===== src/rtl/itoa_pkg.sv =====
// shared constants, types and a helper function for the integer to ascii converter
package itoa_pkg;

    localparam int VALUE_BITS = 32;
    localparam int DEC_DIGITS = ((VALUE_BITS * 1233) >> 12) + 1;
    localparam int HEX_DIGITS = (VALUE_BITS + 3) / 4;
    localparam int HEX_BITS   = HEX_DIGITS * 4;
    localparam int DIG_BITS   = DEC_DIGITS * 4;
    localparam int CNT_W      = $clog2(DEC_DIGITS + 1);
    localparam int BIT_W      = $clog2(VALUE_BITS + 1);
    localparam int IN_BITS    = 32;
    localparam int CHAR_BITS  = 7;

    localparam logic [1:0] CMD_SIGNED   = 2'd0;
    localparam logic [1:0] CMD_UNSIGNED = 2'd1;
    localparam logic [1:0] CMD_HEX      = 2'd2;

    localparam logic [CHAR_BITS-1:0] CHAR_ZERO  = 7'h30;
    localparam logic [CHAR_BITS-1:0] CHAR_A     = 7'h61;
    localparam logic [CHAR_BITS-1:0] CHAR_MINUS = 7'h2d;

    typedef enum logic [2:0] {
        ST_IDLE,
        ST_CONV,
        ST_SKIP,
        ST_SIGN,
        ST_EMIT
    } state_t;

    typedef struct packed {
        logic load;
        logic conv_step;
        logic skip;
        logic emit_sign;
        logic emit_digit;
    } cmd_t;

    typedef struct packed {
        logic hex;
        logic neg;
        logic bit_last;
        logic top_zero;
        logic one_left;
        logic out_free;
    } status_t;

    function automatic logic [CHAR_BITS-1:0] digit_char(input logic [3:0] d);
        logic [CHAR_BITS-1:0] c;
        if (d < 4'd10)
        begin
            c = CHAR_ZERO + CHAR_BITS'(d);
        end
        else
        begin
            c = CHAR_A + CHAR_BITS'(d - 4'd10);
        end
        return c;
    endfunction

endpackage


===== src/rtl/itoa_ctrl.sv =====
// sequencer for load, binary to bcd conversion, leading zero skip and character output
module itoa_ctrl (
    input  logic              clk,
    input  logic              rst_n,
    input  logic              s_tvalid,
    output logic              s_tready,
    input  itoa_pkg::status_t status,
    output itoa_pkg::cmd_t    cmd
);
    import itoa_pkg::*;

    state_t state_reg;
    state_t state_next;

    always_ff @(posedge clk or negedge rst_n)
    begin
        if (!rst_n)
        begin
            state_reg <= ST_IDLE;
        end
        else
        begin
            state_reg <= state_next;
        end
    end

    always_comb
    begin
        state_next = state_reg;
        case (state_reg)
            ST_IDLE:
            begin
                if (s_tvalid)
                begin
                    state_next = status.hex ? ST_SKIP : ST_CONV;
                end
            end
            ST_CONV:
            begin
                if (status.bit_last)
                begin
                    state_next = ST_SKIP;
                end
            end
            ST_SKIP:
            begin
                if (!(status.top_zero && !status.one_left))
                begin
                    state_next = status.neg ? ST_SIGN : ST_EMIT;
                end
            end
            ST_SIGN:
            begin
                if (status.out_free)
                begin
                    state_next = ST_EMIT;
                end
            end
            ST_EMIT:
            begin
                if (status.out_free && status.one_left)
                begin
                    state_next = ST_IDLE;
                end
            end
            default:
            begin
                state_next = ST_IDLE;
            end
        endcase
    end

    always_comb
    begin
        cmd      = '0;
        s_tready = 1'b0;
        case (state_reg)
            ST_IDLE:
            begin
                s_tready = 1'b1;
                cmd.load = s_tvalid;
            end
            ST_CONV:
            begin
                cmd.conv_step = 1'b1;
            end
            ST_SKIP:
            begin
                cmd.skip = status.top_zero && !status.one_left;
            end
            ST_SIGN:
            begin
                cmd.emit_sign = status.out_free;
            end
            ST_EMIT:
            begin
                cmd.emit_digit = status.out_free;
            end
            default:
            begin
                cmd = '0;
            end
        endcase
    end

endmodule


===== src/rtl/itoa_datapath.sv =====
// magnitude and digit registers, shift-add-3 conversion and output register
module itoa_datapath (
    input  logic                               clk,
    input  logic                               rst_n,
    input  logic [1:0]                         command,
    input  logic [itoa_pkg::IN_BITS-1:0]       value,
    input  itoa_pkg::cmd_t                     cmd,
    output itoa_pkg::status_t                  status,
    output logic                               out_valid,
    input  logic                               out_ready,
    output logic [itoa_pkg::CHAR_BITS-1:0]     out_char,
    output logic                               out_last
);
    import itoa_pkg::*;

    logic [VALUE_BITS-1:0] bin_reg;
    logic [VALUE_BITS-1:0] bin_next;
    logic [DIG_BITS-1:0]   dig_reg;
    logic [DIG_BITS-1:0]   dig_next;
    logic [CNT_W-1:0]      cnt_reg;
    logic [CNT_W-1:0]      cnt_next;
    logic [BIT_W-1:0]      bits_reg;
    logic [BIT_W-1:0]      bits_next;
    logic                  neg_reg;
    logic                  neg_next;
    logic                  valid_reg;
    logic                  valid_next;
    logic [CHAR_BITS-1:0]  char_reg;
    logic [CHAR_BITS-1:0]  char_next;
    logic                  last_reg;
    logic                  last_next;

    logic [63:0]           wide_in;
    logic [VALUE_BITS-1:0] word;
    logic                  in_neg;
    logic                  in_hex;
    logic [VALUE_BITS-1:0] mag;
    logic [HEX_BITS-1:0]   mag_hex;
    logic [DIG_BITS-1:0]   hex_load;
    logic [DIG_BITS-1:0]   adj;
    logic [3:0]            top_nib;

    assign wide_in = 64'(value);
    assign word    = wide_in[VALUE_BITS-1:0];
    assign in_hex  = (command == CMD_HEX);
    assign in_neg  = (command == CMD_SIGNED) && word[VALUE_BITS-1];
    assign mag     = in_neg ? (~word + VALUE_BITS'(1)) : word;
    assign mag_hex = HEX_BITS'(mag);
    assign top_nib = dig_reg[DIG_BITS-1 -: 4];

    always_comb
    begin
        hex_load = '0;
        hex_load[DIG_BITS-1 -: HEX_BITS] = mag_hex;
    end

    // add 3 to every bcd digit of 5 or more before the shift
    always_comb
    begin
        adj = dig_reg;
        for (int i = 0; i < DEC_DIGITS; i++)
        begin
            if (dig_reg[i*4 +: 4] >= 4'd5)
            begin
                adj[i*4 +: 4] = dig_reg[i*4 +: 4] + 4'd3;
            end
        end
    end

    assign status.hex      = in_hex;
    assign status.neg      = neg_reg;
    assign status.bit_last = (bits_reg == BIT_W'(1));
    assign status.top_zero = (top_nib == 4'd0);
    assign status.one_left = (cnt_reg == CNT_W'(1));
    assign status.out_free = !valid_reg || out_ready;

    always_comb
    begin
        bin_next   = bin_reg;
        dig_next   = dig_reg;
        cnt_next   = cnt_reg;
        bits_next  = bits_reg;
        neg_next   = neg_reg;
        char_next  = char_reg;
        last_next  = last_reg;
        valid_next = valid_reg && !out_ready;
        if (cmd.load)
        begin
            bin_next  = mag;
            neg_next  = in_neg;
            bits_next = BIT_W'(VALUE_BITS);
            dig_next  = in_hex ? hex_load : '0;
            cnt_next  = in_hex ? CNT_W'(HEX_DIGITS) : CNT_W'(DEC_DIGITS);
        end
        if (cmd.conv_step)
        begin
            dig_next  = {adj[DIG_BITS-2:0], bin_reg[VALUE_BITS-1]};
            bin_next  = bin_reg << 1;
            bits_next = bits_reg - BIT_W'(1);
        end
        if (cmd.skip || cmd.emit_digit)
        begin
            dig_next = dig_reg << 4;
            cnt_next = cnt_reg - CNT_W'(1);
        end
        if (cmd.emit_digit)
        begin
            char_next  = digit_char(top_nib);
            last_next  = status.one_left;
            valid_next = 1'b1;
        end
        if (cmd.emit_sign)
        begin
            char_next  = CHAR_MINUS;
            last_next  = 1'b0;
            valid_next = 1'b1;
        end
    end

    always_ff @(posedge clk or negedge rst_n)
    begin
        if (!rst_n)
        begin
            valid_reg <= 1'b0;
            cnt_reg   <= '0;
            bits_reg  <= '0;
            neg_reg   <= 1'b0;
        end
        else
        begin
            valid_reg <= valid_next;
            cnt_reg   <= cnt_next;
            bits_reg  <= bits_next;
            neg_reg   <= neg_next;
        end
    end

    always_ff @(posedge clk)
    begin
        bin_reg  <= bin_next;
        dig_reg  <= dig_next;
        char_reg <= char_next;
        last_reg <= last_next;
    end

    assign out_valid = valid_reg;
    assign out_char  = char_reg;
    assign out_last  = last_reg;

endmodule


===== src/rtl/integer_to_ascii_digits_core.sv =====
// top level of the integer to ascii converter: signed, unsigned decimal or hex text
//
//  group   dir   tdata bits              tuser / tlast
//  s_*     in    [31:0] value            tuser[1:0] command
//  m_*     out   [6:0] text_char, [7] 0  tlast = last
//
// a beat is taken, then shift-add-3 conversion runs over all VALUE_BITS bits for
// decimal (none for hex), leading zero digits are skipped one per cycle, and the
// characters go out one per cycle while the output is not stalled, with a minus sign
// first for a negative signed word
// reset clears the sequencer and the output valid flag
// a stalled output holds the sequencer; the next input beat is taken while the
// final character still waits in the output register
module integer_to_ascii_digits_core (
    input  logic        clk,
    input  logic        rst_n,
    input  logic        s_tvalid,
    output logic        s_tready,
    input  logic [31:0] s_tdata,   // [31:0] value
    input  logic [1:0]  s_tuser,   // [1:0] command
    output logic        m_tvalid,
    input  logic        m_tready,
    output logic [7:0]  m_tdata,   // [6:0] text_char, [7] zero
    output logic        m_tlast
);
    import itoa_pkg::*;

    cmd_t                 cmd;
    status_t              status;
    logic [CHAR_BITS-1:0] out_char;

    itoa_ctrl u_ctrl (
        .clk      (clk),
        .rst_n    (rst_n),
        .s_tvalid (s_tvalid),
        .s_tready (s_tready),
        .status   (status),
        .cmd      (cmd)
    );

    itoa_datapath u_datapath (
        .clk       (clk),
        .rst_n     (rst_n),
        .command   (s_tuser),
        .value     (s_tdata),
        .cmd       (cmd),
        .status    (status),
        .out_valid (m_tvalid),
        .out_ready (m_tready),
        .out_char  (out_char),
        .out_last  (m_tlast)
    );

    assign m_tdata = {1'b0, out_char};

endmodule


===== config.mk =====
export PLATFORM = sky130hd
export DESIGN_NAME = integer_to_ascii_digits_core
export DESIGN_NICKNAME = d
export VERILOG_FILES = /design/src/rtl/itoa_pkg.sv /design/src/rtl/itoa_ctrl.sv /design/src/rtl/itoa_datapath.sv /design/src/rtl/integer_to_ascii_digits_core.sv
export SDC_FILE = /design/constraint.sdc
export NUM_CORES = 1
export LEC_CHECK = 0
export ABC_AREA = 1
export BUFFER_PORTS_ARGS = -buffer_cell sky130_fd_sc_hd__buf_2
export CAP_MARGIN = 0
export CORE_MARGIN = 2
export CORE_UTILIZATION = 36
export CTS_BUF_LIST = sky130_fd_sc_hd__clkbuf_8 sky130_fd_sc_hd__clkbuf_16
export DETAILED_ROUTE_END_ITERATION = 6
export GPL_TIMING_DRIVEN = 0
export PLACE_DENSITY = 0.62
export REMOVE_ABC_BUFFERS = 1
export SETUP_SLACK_MARGIN = 0.05
export SYNTH_ARGS = -nofsm -noshare
export SYNTH_HDL_FRONTEND = slang
export SYNTH_SLANG_ARGS = --single-unit

===== constraint.sdc =====
create_clock -name clk -period 8.1 [get_ports clk]
set_input_delay 1.62 -clock clk [delete_from_list [all_inputs] [get_ports clk]]
set_output_delay 1.62 -clock clk [all_outputs]
set_load 0.02 [all_outputs]

==> results of run 1 <==
-- final cells by class --
| class | count | area share |
|---|---|---|
| sequential | 95 | 0.365 |
| tap | 229 | 0.0395 |
| multi-input combinational | 650 | 0.460 |
| clock buffer | 10 | 0.0345 |
| timing repair buffer | 48 | 0.0352 |
| inverter | 108 | 0.0563 |
| clock inverter | 6 | 0.00898 |
-- placed cells by master (no fill, tap or decap), types with 3 or more instances in the layout --
cell type  synthesis  layout
o211ai_1           7       7
dfxtp_1           13      13
o21ai_0           81      81
o21ai_1           39      39
a31oi_1            3       3
inv_1             98      98
a21oi_1           42      42
dfrtp_1           15      15
nand2_1          222     220
edfxtp_1          67      67
clkbuf_16          0      10
nor2_4             3       3
nand3_2            3       3
a22oi_1            3       3
nor3_1             4       4
nor2_1            79      79
nand2_2            6       8
xor2_1            15      15
ha_1              29      29
nand3_1           75      75
o22ai_1            4       4
nand4_1            7       7
inv_2              9       9
inv_4              1       3
buf_2              9      47
xnor2_1            8       8
-- cell families (layout without fill, tap and decap cells) --
family | Yosys count | count (layout) | share of synthesized area
other cells | 1 | 1 | 0.000570
fa+ha+maj | 29 | 29 | 0.0552
flops | 95 | 95 | 0.403
xor+xnor | 23 | 23 | 0.0306
simple gates | 408 | 408 | 0.265
mux | 2 | 2 | 0.00304
compound gates | 187 | 187 | 0.152
buf+inv | 137 | 172 | 0.0911
-- power groups by stage --
| stage | clock network [mW] | registers (mW) | logic, mW |
|---|---|---|---|
| 4_1_cts | 0.473 | 1.00 | 1.17 |
| 6_report | 0.458 | 1.00 | 1.16 |
| 3_5_place_dp | 0 | 1.01 | 1.17 |
| 3_3_place_gp | 0 | 1.02 | 1.13 |
| 2_1_floorplan | 0 | 1.01 | 0.831 |
| 5_1_grt | 0.488 | 1.03 | 1.34 |
-- per-layer routing --
layer,part of all wire,global-route usage,up-vias,wire length [um]
met5,0,0,-,0
met4,0.0080,0.0383,0,130
met3,0.047,0.0349,8,754
met2,0.46,0.278,113,7470
met1,0.48,0.226,2669,7810
li1,-,-,2999,-
-- worst max-delay path by stage --
stage,end,slack (ns)
after floorplan,u_datapath.dig_reg[10],4.25
after global placement,u_datapath.dig_reg[39],3.06
after detailed placement,u_datapath.dig_reg[39],4.24
after CTS,u_datapath.dig_reg[33],4.63
after global routing,u_datapath.dig_reg[33],4.43
final,u_datapath.dig_reg[33],4.66
-- stage by stage --
| stage | power, mW | hold slack (ns) | area [um2] |
|---|---|---|---|
| 3_5_place_dp | 2.18 | 0.450 | 6930 |
| 4_1_cts | 2.65 | 0.460 | 7250 |
| 6_report | 2.62 | 0.458 | 7250 |
| 3_3_place_gp | 2.14 | 0.439 | 6910 |
| 5_1_grt | 2.86 | 0.476 | 7250 |
| 2_1_floorplan | 1.84 | 0.427 | 6390 |
-- worst max-delay path, delay by kind of cell --
family	cells	cell delay (ns)
simple gates	4	0.91
buf+inv	4	0.98
==> flow_summary.yaml, run 1 <==
yosys:
  synth.top_cells.by_count: "nand2_1 (222), inv_1 (98), o21ai_0 (81), nor2_1 (79), nand3_1 (75)"
  syn_inst: 882
  synth_top_area_frac: 0.306
  yosys_most_used_dff: "edfxtp_1"
  synth_edf_count: 67
  yosysMostFrequentCell: "nand2_1"
  syn_avg_cell_area_um2: 7.46
  syn_area_um2: 6580
  async_reset_ff_frac: 0.158
  ys_types: 42
  netlist_top_cells_area: "edfxtp_1 (31%), nand2_1 (13%), o21ai_0 (6.2%)"
  yosysTopAreaCell: "edfxtp_1"
  ys.warnings.count: 0
  yosysSeqAreaShare: 0.403
  ys_ff_latch: 95
setup_path:
  rr_startpoint: "u_ctrl.state_reg[1]"
  ff2ff_setup_slack_ns: 5.01
  required_ns: 8.20
  timing_worst_setup_path_type: "input port to register"
  max_stage_delay_ns: 0.51
  arrival_ns: 3.54
  start_kind: "input port"
  reg2regPathDepth: 8
  critPathLaunch: "m_tready"
  r2r_end: "u_ctrl.state_reg[0]"
  cp_common_cell: "nand2_2"
  end_kind: "register"
  slowest_stage: "inv_4"
  critPathMaxFanout: 62
  worstPathCellList: "buf_2, nor2_1, inv_1, nand2_2, nand2_4, inv_4, nand2_2, buf_12"
clock_tree:
  ctsResizeCount: 0
  clock_path_buffers: 2
  clock-sinks: 95
  htree_levels: 3
  tritoncts: "yes"
  clockRootBuffer: "clkbuf_16"
  cts_hold_buf: 0
  numCtsBuffers: 9
  postCtsSetupBuffers: 0
  clk_pin_slew_ns: 0.07
  insertion_delay_ns: 0.36
route:
  final_antenna_net_count: 0
  drt-initial-drc-count: 422
  wl_per_cell_um: 14.1
  wirelength_um: 16200
  vias: 5789
  drt_first_pass_iters: 5
  via_per_inst: 5.05
  drc: 0
floorplan:
  die_w_um: 139
  io_pins: 49
  core_area_um2: 18000
  start_util: 0.366
  fp-row-count: 49
  floorplan.die_area_um2: 19400
  die_y_um: 139
placement:
  dpl.hpwl_um: 11500
  io_buffers: 47
  dp_cells: 1130
  dp_slack_ns: 4.24
  gp_congestion: 0.894
pwr:
  power_switching_mw: 1.12
  seqPwrFrac: 0.382
  p_clk_frac: 0.175
  p_leak_nw: 3.22
  p_int_mw: 1.50
  p_sw_frac: 0.429
  power_density_nw_per_um2: 362
  ir_drop_uv: 196
  p_comb_frac: 0.443
finish:
  largest_reg_flops: 40
  layout.nets: 979
  drive_gt1_frac: 0.105
  syn_to_final_growth_pct: 10.2
  n_fill_cell: 1888
  antenna_cells: 0
  stdcell_count: 1146
  seq_area_um2: 2650
  utilization: 0.403
  multi_input_comb_area_um2: 3340
timing:
  finalSetupTns_ns: 0
  setup_viol: 0
  finClkSkew_ns: 0.00674
  tightestPinTransition_ns: 1.19
  finalMaxSlewViolations: 0
  min_period_ns: 3.44
  maxSlewHeadroom: 0.210
  fmaxAchievable_mhz: 291
  hold_viol_final: 0
  fin_crit_sh: 0.425
  rsz0062_at_grt: "no"
  fin_ws_ns: 4.66
hold_path:
  min_to: "u_datapath.bin_reg[0]"
  min_path_cells: 2
  hp-start: "u_datapath.bin_reg[0]"
  hp-class: "register to register"
grt:
  grt_max_degree: 71
  grt_pass1_vias: 5424
  overflow: 0
  antenna_found_initial: 0
  track_usage: 0.168
  grt_pass1_wl_um: 26300
job:
  maxCapViolations: 0
status:
  outcome: "completed"
Note: power is estimated with default switching activity, not from simulation.
==> run 2, diff against run 1 <==
--- a/config.mk
+++ b/config.mk
@@ -13,7 +13,7 @@
 export CTS_BUF_LIST = sky130_fd_sc_hd__clkbuf_8 sky130_fd_sc_hd__clkbuf_16
 export DETAILED_ROUTE_END_ITERATION = 6
 export GPL_TIMING_DRIVEN = 0
-export PLACE_DENSITY = 0.62
+export PLACE_DENSITY = 0.64
 export REMOVE_ABC_BUFFERS = 1
 export SETUP_SLACK_MARGIN = 0.05
 export SYNTH_ARGS = -nofsm -noshare
==> constraint.sdc (replaced) <==
create_clock -name clk -period 3.05 [get_ports clk]
set_input_delay 0.61 -clock clk [delete_from_list [all_inputs] [get_ports clk]]
set_output_delay 0.61 -clock clk [all_outputs]
set_load 0.02 [all_outputs]
==> flow_summary.yaml, run 2 (synthesis results as in run 1) <==
route:
  final_antenna_net_count: 0
  vias: 5778
  wl_per_cell_um: 14.0
  wirelength_um: 16000
  drt_first_pass_iters: 5
  via_per_inst: 5.04
  drc: 0
  drt-initial-drc-count: 445
setup_path:
  critPathMaxFanout: 34
  required_ns: 3.11
  max_stage_delay_ns: 0.69
  crit_buf_inv: 3
  r2r_end: "u_datapath.dig_reg[27]"
  crit_family: "simple AND/OR/NAND/NOR gates"
  ff2ff_setup_slack_ns: 0.30
  end_kind: "register"
  reg2regPathDepth: 6
  crit_cells: 6
  setup.worst_path.end: "u_datapath.dig_reg[27]"
  timing_worst_setup_path_type: "register to register"
  arrival_ns: 2.81
  start_kind: "register"
  slowest_stage: "nand2_4"
  rr_startpoint: "u_ctrl.state_reg[1]"
  critPathLaunch: "u_ctrl.state_reg[1]"
  worstPathCellList: "inv_1, nand3_2, nand2_4, inv_2, nand2_2, buf_12"
finish:
  drive_gt1_frac: 0.105
  n_fill_cell: 1851
  antenna_cells: 0
  layout.nets: 979
  final_common_cell: "nand2_1"
  design_area_um2: 7250
  syn_to_final_growth_pct: 10.2
  final_cell_mix: "nand2_1 (220), inv_1 (98), o21ai_0 (81)"
  largest_reg_flops: 40
clock_tree:
  clock-sinks: 95
  clockRootBuffer: "clkbuf_16"
  htree_levels: 3
  insertion_delay_ns: 0.36
  tritoncts: "yes"
  clock_path_buffers: 2
  postCtsSetupBuffers: 0
  numCtsBuffers: 9
  clk_pin_slew_ns: 0.08
  cts_hold_buf: 0
timing:
  min_period_ns: 2.75
  setup_viol: 0
  fin_crit_sh: 0.902
  finalMaxSlewViolations: 0
  maxSlewHeadroom: 0.487
  fmaxAchievable_mhz: 364
  finClkSkew_ns: 0.0102
  hold_viol_final: 0
  rsz0062_at_grt: "yes"
  tightestPinTransition_ns: 0.769
  whs_ns: 0.157
  fin_ws_ns: 0.300
placement:
  dpl.hpwl_um: 11200
  io_buffers: 47
  place_area_um2: 6930
  dp_slack_ns: -0.0685
  gp_congestion: 0.910
grt:
  track_usage: 0.164
  overflow: 0
  grt_pass1_wl_um: 25900
  antenna_found_initial: 0
  grt_pass1_vias: 5246
  grt_max_degree: 71
status:
  outcome: "completed"
floorplan:
  start_util: 0.366
  core_area_um2: 18000
  io_pins: 49
  die_w_um: 139
  fp-row-count: 49
  die_y_um: 139
  floorplan.die_area_um2: 19400
job:
  maxCapViolations: 0
pwr:
  p_leak_nw: 3.21
  ir_drop_uv: 480
  power_density_nw_per_um2: 956
hold_path:
  hp-class: "input port to asynchronous set/reset pin"
==> run 2: changes by cell type in the layout (fill, tap and decap cells not counted) <==
cell,previous run,this run
inv_4,3,2
inv_8,0,2
nand2_4,1,2
inv_2,9,8
bufinv_16,1,0
nand2_2,8,7
clkinv_2,1,0
clkinvlp_4,0,1
clkinv_4,2,1
inv_6,0,2
==> run 2: stage by stage <==
stage	utilization	instances	setup TNS, ns	power, mW
2_1_floorplan	-	853	0	4.88
3_3_place_gp	0.385	1129	-47.94	5.68
3_5_place_dp	0.386	1130	-0.122	5.77
4_1_cts	0.403	1146	0	6.98
5_1_grt	0.403	1146	0	7.54
6_report	0.403	1146	0	6.93
==> run 2: area by class of cell <==
cell class,instances,area [um2],share of cell area
multi-input cells,650,3340,0.461
flip-flops and latches,95,2650,0.365
inverters,108,410,0.0566
well taps,229,287,0.0395
repair buffers,48,255,0.0352
clock buffers,10,250,0.0345
clock inverters,6,56.3,0.00777
==> run 2: worst min path at each step <==
stage / slack, ns / from / cells past startpoint / endpoint
2_1_floorplan: 0.31 / rst_n / 0 / u_ctrl.state_reg[0]
3_3_place_gp: 0.44 / u_datapath.bin_reg[0] / 2 / u_datapath.bin_reg[0]
3_5_place_dp: 0.45 / u_datapath.bin_reg[0] / 2 / u_datapath.bin_reg[0]
4_1_cts: 0.15 / rst_n / 1 / u_datapath.out_valid
5_1_grt: 0.17 / rst_n / 1 / u_datapath.cnt_reg[2]
6_report: 0.16 / rst_n / 1 / u_datapath.cnt_reg[3]
==> run 2: what timing repair did <==
action / CTS / global route
gates resized for setup: 2 / 0
pin swaps: 0 / 0
setup endpoints to repair: 28 / 26
==> run 2: worst reg2reg max path: stages (launching register included) <==
cell     delay, ns
dfrtp_1       0.41
inv_1         0.09
nand3_2       0.58
nand2_4       0.71
inv_2         0.09
nand2_2       0.32
buf_12        0.25
==> run 2: layer usage <==
| metal | routed length (um) | global-route usage | part of all wire | vias up |
|---|---|---|---|---|
| met5 | 0 | 0 | 0 | - |
| met4 | 114 | 0.0372 | 0.0071 | 0 |
| met3 | 735 | 0.0366 | 0.046 | 6 |
| met2 | 7350 | 0.266 | 0.46 | 119 |
| met1 | 7820 | 0.226 | 0.49 | 2655 |
| li1 | - | - | - | 2998 |
==> run 2: report_power, final <==
part | switching, mW | internal [mW]
Clock | 0.556 | 0.623
Sequential | 0.351 | 2.30
Combinational | 2.12 | 0.983
Total | 3.02 | 3.91
